## config.mk

```make
export PLATFORM = sky130hd
export DESIGN_NAME = msci_lane
export DESIGN_NICKNAME = d
export VERILOG_FILES = /design/src/sv/msci_pkg.sv /design/src/sv/msci_lane.sv
export SDC_FILE = /design/constraint.sdc
export NUM_CORES = 2
export LEC_CHECK = 0
export ABC_AREA = 1
export BUFFER_PORTS_ARGS = -buffer_cell sky130_fd_sc_hd__clkbuf_2
export CORE_UTILIZATION = 58
export DETAILED_ROUTE_END_ITERATION = 6
export GPL_ROUTABILITY_DRIVEN = 0
export PLACE_DENSITY_LB_ADDON = 0.12
export SETUP_SLACK_MARGIN = 0.2
export SYNTH_ARGS = -nofsm -noshare
export SYNTH_HDL_FRONTEND = slang
export SYNTH_SLANG_ARGS = --single-unit
```

## constraint.sdc

```tcl
create_clock -name clk -period 7.8 [get_ports clk]
set_clock_uncertainty 0.15 [all_clocks]
set_input_delay 0 -clock clk [delete_from_list [all_inputs] [get_ports clk]]
set_output_delay 0 -clock clk [all_outputs]
set_load 0.01 [all_outputs]
```

## src/sv/msci_pkg.sv

```systemverilog
`timescale 1ns / 1ps
package msci_pkg;

  localparam int COORD_W = 28;
  localparam int SAMPLE_W = 16;
  localparam int SIDE_W = 16;
  localparam int DIM_W = 13;
  localparam int CFG_IDX_W = 2;
  localparam int NUM_LANES = 4;

  localparam logic [CFG_IDX_W-1:0] CFG_ISO_LEVEL = 2'd0;
  localparam logic [CFG_IDX_W-1:0] CFG_CELL_SIDE = 2'd1;
  localparam logic [CFG_IDX_W-1:0] CFG_GRID_DIM  = 2'd2;

  // Lane slots in emission order before any saddle rotation.
  localparam int LANE_BOTTOM = 0;
  localparam int LANE_LEFT   = 1;
  localparam int LANE_TOP    = 2;
  localparam int LANE_RIGHT  = 3;

  typedef logic [COORD_W-1:0] coord_t;

  typedef struct packed {
    coord_t interp;
    coord_t other;
  } lane_res_t;

  typedef struct packed {
    coord_t x;
    coord_t y;
  } vtx_t;

  // Four steps of restoring division: brings in four dividend bits and
  // returns the new partial remainder above four quotient bits.
  function automatic logic [19:0] div_step4(logic [15:0] rem, logic [3:0] nib,
                                            logic [15:0] den);
    logic [16:0] r;
    logic [3:0]  q;
    r = {1'b0, rem};
    q = '0;
    for (int i = 3; i >= 0; i--) begin
      r = {r[15:0], nib[i]};
      if (r >= {1'b0, den}) begin
        r = r - {1'b0, den};
        q[i] = 1'b1;
      end
    end
    return {r[15:0], q};
  endfunction

endpackage

```

## src/sv/msci_lane.sv

```systemverilog
`timescale 1ns / 1ps
module msci_lane (
  input  logic              clk,
  input  logic              en,
  input  msci_pkg::coord_t  a,
  input  logic [15:0]       d,
  input  logic [15:0]       p,
  input  logic [15:0]       den,
  input  msci_pkg::coord_t  other,
  output msci_pkg::lane_res_t res
);
  import msci_pkg::*;

  // Product stage, then four stages of four quotient bits each.
  logic [31:0] prod;
  coord_t      a_p, o_p;
  logic [15:0] den_p;

  logic [15:0] rem_s [4];
  logic [15:0] low_s [4];
  logic [15:0] quo_s [4];
  coord_t      a_s   [4];
  coord_t      o_s   [4];
  logic [15:0] den_s [4];

  always_ff @(posedge clk) begin
    if (en) begin
      prod  <= p * d;
      a_p   <= a;
      o_p   <= other;
      den_p <= den;
    end
  end

  for (genvar k = 0; k < 4; k++) begin : g_div
    logic [15:0] rem_in, low_in, quo_in, den_in;
    coord_t      a_in, o_in;
    logic [19:0] step;
    if (k == 0) begin : g_first
      assign rem_in = prod[31:16];
      assign low_in = prod[15:0];
      assign quo_in = '0;
      assign den_in = den_p;
      assign a_in   = a_p;
      assign o_in   = o_p;
    end else begin : g_next
      assign rem_in = rem_s[k-1];
      assign low_in = low_s[k-1];
      assign quo_in = quo_s[k-1];
      assign den_in = den_s[k-1];
      assign a_in   = a_s[k-1];
      assign o_in   = o_s[k-1];
    end
    assign step = div_step4(rem_in, low_in[15:12], den_in);
    always_ff @(posedge clk) begin
      if (en) begin
        rem_s[k] <= step[19:4];
        low_s[k] <= {low_in[11:0], 4'b0000};
        quo_s[k] <= {quo_in[11:0], step[3:0]};
        den_s[k] <= den_in;
        a_s[k]   <= a_in;
        o_s[k]   <= o_in;
      end
    end
  end

  // The quotient never exceeds the edge length, so the sum stays on the edge.
  assign res.interp = a_s[3] + COORD_W'(quo_s[3]);
  assign res.other  = o_s[3];
endmodule

```

==> metrics.md <==
| Metric | Value |
|---|---|
| Seq cells post-synth | 488 |
| Initial DRC Count | 2720 |
| Non-filler cells, final | between 6000 and 7000 |
| Num CTS Buffers | just over 50 |
| Synth Cell Area | between 0.03 and 0.04 sq mm |
| Core area | about 0.068 sq mm |
| Synth Instances | about 4600 |
| CTS Buffer Depth | 3 |
| Final core utilization | between 70% and 80% |
| Top-count cell post-synth | nand2_1 |
| Slowest-stage cell, CP | edfxtp_1 |
| DRT Pass-1 Iters | 7 |
| Hold WC Path Type | input port to register |
| Max-slew headroom | 31.0% |
| First-pass GRT wire length | about 160000 um |
| Area Overhead vs Synth | 25.9% |
| Final hold vios | 0 |
| I/O Buffers | around 160 |
| Yosys cell types | 54 |
| Vias/cell | between 5 and 6 |
| Tmin final | about 7.6 ns |
| Routed WL | approximately 110000 um |
| Total number of vias | about 34000 |
| HPWL after DPL | 79100 um |
| Mean Syn Cell Area | just under 9 sq um |
| RSZ-0062 raised after global routing | yes |
| GRT overflow | 0 |
| Synth top area cells | edfxtp_1 37%, nand2_1 12%, ha_1 12% |
| Slowest stage delay, CP | ~0.47 ns |
| Final ANT Viol Nets | 0 |
| Critical Path End Type | register |
| Final setup viols | 0 |
| Synth top area share | 36.8% |
| # IOs | roughly 160 |
| Post-synthesis sequential area ratio | 36.8% |
| FMAX | around 130 MHz |
| Status | finished clean |
| Syn. warnings | 0 |
| Total negative slack | 0 ns |
| Num Clock Sinks | a little under 500 |
| Placed cell count | a little under 6000 |
| Final period utilization | a little over nine tenths |
| Synth area leader | edfxtp_1 |
| Initial core utilization | 58.9% |
| Async set-reset flop share out of synthesis | 0% |
| DR DRC count | 0 |
| Antenna violations before repair | 2 |
| Synth Flop Type | edfxtp_1 |
| Mapped Nets | 5250 |
| WP data required | between 8 and 9 ns |
| Die height | between 200 and 300 um |
| Largest net degree at the start of global routing | about 120 |
| CTS clk-pin slew, worst paths | 0.06 ns |
| Share of layout cells above drive strength 1 | between 20% and 30% |
| Post-synth top cells | 1278 x nand2_1, 742 x inv_1, 488 x edfxtp_1 |
| Worst Setup Start Kind | register |
| Worst-path maximum fanout | 10 |
| Wirelength per Cell | between 15 and 20 um |
| Worst-Margin Slew | around 1.0 ns |
| Critical path arrival | about 7.8 ns |
| Htree depth | 2 |
| Root buffer cell | clkbuf_16 |
| Post-synth EDFFs | 488 |
| CTS tree | done |
| Layout Nets | approximately 6000 |
| Clk_lat worst skew | between 0.6 and 0.7 ns |
| Final Max Tran Viols | 0 |
| CP most frequent cell | nand2_1 |
| Rows | 95 |
| Setup Crit Path Kind | register to register |
| Die X | between 200 and 300 um |
| Number of global-route vias before repair | between 30000 and 40000 |
| Max cap viols | 0 |
| Tot GR Track Use | between 20 and 30% |
| Die area | ~0.070 sq mm |
==> routing by layer <==
metal  global-route usage (%)  vias up  wire length (um)
li1                         -    16300                 -
met2                     52.0     1309             55500
met3                     2.85      289              6180
met5                        0        -                 0
met4                     9.71        0              4210
met1                     38.0    16100             43700
==> kinds of logic after synthesis <==
logic type	synth area share (%)
AO/OA/AOI/OAI	7.39
XOR/XNOR	5.30
adder cells (fa/ha/maj)	22.4
buffers and inverters	8.44
flip-flops	36.8
AND/OR/NAND/NOR	19.7
==> critical path, delay by kind of cell (launching register included) <==
kind / cells / cell delay, ns
buf+inv: 5 / 0.79
compound gates: 10 / 2.01
flops: 1 / 0.47
fa+ha+maj: 4 / 1.06
simple gates: 23 / 2.84
==> timing repair <==
item,in CTS,in global routing
hold buffers,134,0
gates cloned,3,13
setup endpoints to repair,51,52
setup buffers,16,113
pin swaps,7,113
hold endpoints to repair,171,0
gates resized for setup,40,430
==> layout by cell type, fill, tap and decap left out, drive strengths merged, types with 12 or more instances in the layout <==
cell type    synthesis  final
nand2             1309   1311
inv                748    750
edfxtp             488    488
buf                 41    476
ha                 376    376
a21oi              254    254
nand3              246    250
clkbuf              65    229
fa                 210    210
nor2               201    202
o21ai              180    180
xor2               140    140
dlygate4sd3          0    134
xnor2              101    101
nand4               33     36
nor3                28     28
a21o                21     21
o21bai              19     19
clkinv               1     19
nor4                14     14
a21boi              13     13
a31oi               12     12
==> state kept, by name, indices dropped and copies added (netlist names) <==
signal	cells
a_p	28
a_s	112
den_p	16
den_s	48
g_div.o_in	28
low_s	24
o_s	112
prod	32
quo_s	40
rem_s	48
==> worst paths after layout <==
kind / start / endpoint / slack (ns) / cells past startpoint
min reg2reg: o_s[1][5] / o_s[2][5] / 0.24 / 0
min: other[11] / g_div[0].o_in[11] / 0.002 / 2
max reg2reg: prod[20] / rem_s[0][4] / 0.23 / 42
max: prod[20] / rem_s[0][4] / 0.23 / 42
==> per-stage QoR <==
step                hold slack [ns]  setup WS [ns]  area [sq um]
floorplan                   -0.0511          0.526         39800
global placement             0.0275         0.0786         43800
detailed placement           0.0286         -0.105         43800
CTS                        0.000601          0.206         47100
global route                0.00309        -0.0732         50100
finish                      0.00173          0.230         50100
==> cell type report <==
type / instances / area [sq um]
Clock inverter: 30 / 369
Inverter: 749 / 2840
Antenna cell: 2 / 5.00
Fill cell: 4779 / 17400
Multi-Input combinational cell: 3225 / 23800
Timing Repair Buffer: 775 / 6050
Tap cell: 873 / 1090
Clock buffer: 64 / 1330
Sequential cell: 488 / 14700
Timing Repair inverter: 1 / 7.51
Power is not shown: default switching activity piles up to over one toggle a cycle in this logic, so the estimate is an artifact.
