[config.mk]
export PLATFORM = sky130hd
export DESIGN_NAME = msci_merge_flat
export DESIGN_NICKNAME = d
export VERILOG_FILES = /design/src/sv/msci_pkg.sv /design/src/sv/msci_out_if.sv /design/src/sv/msci_merge.sv /design/src/flat_wrapper.sv
export SDC_FILE = /design/constraint.sdc
export NUM_CORES = 1
export LEC_CHECK = 0
export ABC_AREA = 1
export BUFFER_PORTS_ARGS = -buffer_cell sky130_fd_sc_hd__buf_2
export CAP_MARGIN = 5
export CORE_ASPECT_RATIO = 1.1
export CORE_MARGIN = 8
export CORE_UTILIZATION = 44
export CTS_CLUSTER_DIAMETER = 40
export DETAILED_ROUTE_END_ITERATION = 10
export HOLD_SLACK_MARGIN = 0.06
export PLACE_DENSITY = 0.8
export SLEW_MARGIN = 20
export SYNTH_ARGS = -nofsm -noshare
export SYNTH_HDL_FRONTEND = slang
export SYNTH_SLANG_ARGS = --single-unit
[constraint.sdc]
create_clock -name clk -period 25 [get_ports clk]
set_input_delay 2.5 -clock clk [delete_from_list [all_inputs] [get_ports clk]]
set_output_delay 2.5 -clock clk [all_outputs]
set_load 0.02 [all_outputs]
[src/sv/msci_pkg.sv]
`timescale 1ns / 1ps
package msci_pkg;

  localparam int COORD_W = 28;
  localparam int SAMPLE_W = 16;
  localparam int SIDE_W = 16;
  localparam int DIM_W = 13;
  localparam int CFG_IDX_W = 2;
  localparam int NUM_LANES = 4;

  localparam logic [CFG_IDX_W-1:0] CFG_ISO_LEVEL = 2'd0;
  localparam logic [CFG_IDX_W-1:0] CFG_CELL_SIDE = 2'd1;
  localparam logic [CFG_IDX_W-1:0] CFG_GRID_DIM  = 2'd2;

  // Lane slots in emission order before any saddle rotation.
  localparam int LANE_BOTTOM = 0;
  localparam int LANE_LEFT   = 1;
  localparam int LANE_TOP    = 2;
  localparam int LANE_RIGHT  = 3;

  typedef logic [COORD_W-1:0] coord_t;

  typedef struct packed {
    coord_t interp;
    coord_t other;
  } lane_res_t;

  typedef struct packed {
    coord_t x;
    coord_t y;
  } vtx_t;

  // Four steps of restoring division: brings in four dividend bits and
  // returns the new partial remainder above four quotient bits.
  function automatic logic [19:0] div_step4(logic [15:0] rem, logic [3:0] nib,
                                            logic [15:0] den);
    logic [16:0] r;
    logic [3:0]  q;
    r = {1'b0, rem};
    q = '0;
    for (int i = 3; i >= 0; i--) begin
      r = {r[15:0], nib[i]};
      if (r >= {1'b0, den}) begin
        r = r - {1'b0, den};
        q[i] = 1'b1;
      end
    end
    return {r[15:0], q};
  endfunction

endpackage

[src/sv/msci_out_if.sv]
`timescale 1ns / 1ps
interface msci_out_if;
  logic        valid;
  logic        ready;
  logic [27:0] vertex_x;
  logic [27:0] vertex_y;
  logic        last_vertex;

  modport source(output valid, vertex_x, vertex_y, last_vertex, input ready);
  modport sink(input valid, vertex_x, vertex_y, last_vertex, output ready);
endinterface

[src/sv/msci_merge.sv]
`timescale 1ns / 1ps
module msci_merge (
  input  logic               clk,
  input  logic               rst,
  input  logic               cell_valid,
  output logic               cell_ready,
  input  msci_pkg::vtx_t     vtx [4],
  input  logic [3:0]         mask,
  input  logic               rotate,
  msci_out_if.source         vertex_out
);
  import msci_pkg::*;

  vtx_t       slot [4];
  logic [3:0] pend;
  logic [3:0] pend_rest;
  logic       load, fire;
  vtx_t       cur;

  assign pend_rest  = pend & (pend - 4'd1);
  assign fire       = vertex_out.valid && vertex_out.ready;
  assign cell_ready = (pend == 4'd0) || ((pend_rest == 4'd0) && vertex_out.ready);
  assign load       = cell_valid && cell_ready;

  always_ff @(posedge clk) begin
    if (rst) begin
      pend <= '0;
    end else if (load) begin
      if (rotate) begin
        pend <= {mask[LANE_LEFT], mask[LANE_RIGHT], mask[LANE_TOP], mask[LANE_BOTTOM]};
      end else begin
        pend <= mask;
      end
    end else if (fire) begin
      pend <= pend_rest;
    end
  end

  always_ff @(posedge clk) begin
    if (load) begin
      slot[0] <= vtx[LANE_BOTTOM];
      if (rotate) begin
        slot[1] <= vtx[LANE_TOP];
        slot[2] <= vtx[LANE_RIGHT];
        slot[3] <= vtx[LANE_LEFT];
      end else begin
        slot[1] <= vtx[LANE_LEFT];
        slot[2] <= vtx[LANE_TOP];
        slot[3] <= vtx[LANE_RIGHT];
      end
    end
  end

  always_comb begin
    if (pend[0]) begin
      cur = slot[0];
    end else if (pend[1]) begin
      cur = slot[1];
    end else if (pend[2]) begin
      cur = slot[2];
    end else begin
      cur = slot[3];
    end
  end

  assign vertex_out.valid       = (pend != 4'd0);
  assign vertex_out.vertex_x    = cur.x;
  assign vertex_out.vertex_y    = cur.y;
  assign vertex_out.last_vertex = (pend_rest == 4'd0);
endmodule

[src/flat_wrapper.sv]
// flat-port wrapper written by rule: the top's interface ports become plain ports
module msci_merge_flat import msci_pkg::*;
  (clk, rst, cell_valid, cell_ready, vtx, mask, rotate, vertex_out_valid, vertex_out_vertex_x, vertex_out_vertex_y, vertex_out_last_vertex, vertex_out_ready);
  msci_out_if vertex_out_i ();
  input  logic clk;
  input  logic rst;
  input  logic cell_valid;
  output logic cell_ready;
  input  msci_pkg::vtx_t vtx[4];
  input  logic [3:0] mask;
  input  logic rotate;
  output wire logic [$bits(vertex_out_i.valid)-1:0] vertex_out_valid;
  output wire logic [$bits(vertex_out_i.vertex_x)-1:0] vertex_out_vertex_x;
  output wire logic [$bits(vertex_out_i.vertex_y)-1:0] vertex_out_vertex_y;
  output wire logic [$bits(vertex_out_i.last_vertex)-1:0] vertex_out_last_vertex;
  input wire logic [$bits(vertex_out_i.ready)-1:0] vertex_out_ready;
  assign vertex_out_valid = vertex_out_i.valid;
  assign vertex_out_vertex_x = vertex_out_i.vertex_x;
  assign vertex_out_vertex_y = vertex_out_i.vertex_y;
  assign vertex_out_last_vertex = vertex_out_i.last_vertex;
  assign vertex_out_i.ready = vertex_out_ready;
  msci_merge u_core (.clk(clk), .rst(rst), .cell_valid(cell_valid), .cell_ready(cell_ready), .vtx(vtx), .mask(mask), .rotate(rotate), .vertex_out(vertex_out_i));
endmodule
==> results.toml <==
[sta]
tightest_slew_ns = 0.977
finalCriticalPeriod_ns = 5.63
setup_viol = 0
timing.hold.ws_ns = 0.508
clock_skew_ns = 0.0165
min_period_over_period = 0.225
slew_violations = 0
clock.fmax_mhz = 177
tns_ns = 0
hold_viol = 0
rsz0062_at_grt = "false"
max_slew_margin = 0.349

[clock_tree]
clk_pin_slew_worst_paths_ns = 0.05
cts_tree = "yes"
cts.sinks = 228
numCtsBuffers = 34
clk_latency_ns = 0.49
ctsRootBufferMaster = "clkbuf_16"
post-cts-setup-buffer-count = 0
clock_path_buffers = 3
cts-hold-fix-buffers = 0
cts_resized = 0
htreeDepth = 2

[job]
maxCapViolations = 0

[grt]
grt_max_degree = 169
grt_pass1_wl_um = 48000
overflow = 0
grt_usage = 0.206
antenna_found_initial = 5
grt_pass1_vias = 9328

[die]
die_width_um = 164
core_area_mm2 = 0.0238
num_rows = 59
die_area_mm2 = 0.0295
ios = 292
initial_core_util = 0.449
die_height_um = 179

[power_and_ir_drop]
power.leakage_uw = 0.00570
powerDensity_mw_per_mm2 = 107
vdd_drop_max_v = 0.0000544

[min_path]
worstHoldPathType = "flop to flop"

[detailed_routing]
wirelength_um = 31200
antenna_left = 0
drc = 0
drt_first_iter_violations = 815
detail_route.first_pass.iterations = 8
post_drt_wl_per_cell_um = 18.6
vias_per_cell = 5.42
num_vias = 9092

[synth]
syn_area_mm2 = 0.0107
synth_edf_count = 224
synth.area.top_cells = "edfxtp_1, nand2_1, nor2_1"
synth_top_cell_area_share = 0.631
yosysWarnings = 0
ys_ff_latch = 228
avgSynthCellArea_um2 = 9.85
ys.flop_type = "edfxtp_1"
seq_area_frac_synth = 0.638
synth_nets = 1315
synth_cell_types = 19
async_flop_share = 0
synthCells = 1082
synth_top_cell_by_area = "edfxtp_1"
synth_common_cells = "nand2_1, edfxtp_1, nor2_1"
yosysMostFrequentCell = "nand2_1"

[layout]
area_growth_pct = 25.8
drive_gt1_frac = 0.268
final_util = 0.564
final_cells = 1676
nNetsFinal = 1575
nFillCells = 2001

[place]
place_inst = 1610
io_buffer_count = 291
gp_congestion = 0.836
dpl.hpwl_um = 19900

[setup_path]
crit_path_start_kind = "input port"
arrival_ns = 3.13
crit_path_max_fanout = 3
required_ns = 22.50
critPathKind = "input port to primary output"
end_kind = "primary output"

[outcome]
status = "finished clean"
-- cell families (layout without fill, tap and decap cells) --
group	after synthesis	after routing	share of synthesized area
AOI/OAI and AO/OA	191	191	0.109
buffers and inverters	144	429	0.0548
DFF	228	228	0.638
other	0	4	0
and+or+nand+nor	519	519	0.198
-- registers in the layout (all words and copies together), names as in the netlist --
name / flops
u_core.pend: 4
u_core.slot: 224
-- path summary, 6_finish.rpt --
path	from	end	slack, ns	depth (start not counted)
worst max-delay path	vertex_out_ready	cell_ready	19.37	4
worst min-delay path	u_core.pend[3]$_SDFFE_PP0P_	u_core.pend[3]$_SDFFE_PP0P_	0.51	2
worst max register to register	u_core.pend[2]$_SDFFE_PP0P_	u_core.slot[3][36]$_DFFE_PP_	20.73	10
worst min register to register	u_core.pend[3]$_SDFFE_PP0P_	u_core.pend[3]$_SDFFE_PP0P_	0.51	2
-- through the flow --
| step | area (um^2) | total power, uW | setup WS, ns |
|---|---|---|---|
| floorplan | 10700 | 838 | 13.58 |
| global placement | 12300 | 974 | 19.37 |
| detailed placement | 12300 | 987 | 19.37 |
| CTS | 13400 | 1440 | 19.36 |
| global route | 13400 | 1500 | 19.22 |
| finish | 13400 | 1430 | 19.37 |
-- power breakdown --
| group | switching (uW) | internal (uW) |
|---|---|---|
| Sequential | 25.8 | 524 |
| Clock | 170 | 281 |
| Combinational | 307 | 121 |
-- cell type report --
class	instances	area, um^2	area share
Sequential cell	228	6810	0.508
Inverter	66	248	0.0185
Antenna cell	4	10.0	0.000746
Clock buffer	40	937	0.0699
Clock inverter	21	163	0.0121
Tap cell	305	382	0.0285
Timing Repair Buffer	302	1570	0.117
Multi-Input combinational cell	710	3290	0.245
-- critical path, stage by stage --
cell and delay, ns:
buf_2 0.09, nand3_1 0.19, nand2_1 0.17, buf_2 0.19
-- cells in the final DEF (no fill, tap or decap) --
cell type / count
nand3_1: 114
a21oi_4: 2
inv_6: 1
o211ai_1: 12
o21ai_0: 73
clkinv_4: 4
inv_1: 62
buf_16: 1
buf_12: 1
buf_2: 291
edfxtp_1: 224
clkinvlp_4: 3
bufinv_16: 1
a31oi_1: 1
clkinv_2: 5
o311ai_0: 44
a21oi_1: 59
inv_8: 2
clkbuf_1: 3
and2_1: 1
inv_2: 4
nor2_4: 1
dfxtp_1: 1
nor2_1: 160
dfxtp_2: 3
clkbuf_16: 37
diode_2: 4
buf_4: 9
nand2_8: 1
nand2_1: 242
clkinv_1: 5
-- routing by layer --
layer / track usage / vias to the layer above / wire length (um)
li1: - / 4303 / -
met1: 0.237 / 4242 / 11500
met2: 0.368 / 476 / 15800
met3: 0.0496 / 67 / 3070
met4: 0.0751 / 4 / 862
met5: 0 / - / 31
Note: power is estimated with default switching activity, not from simulation.
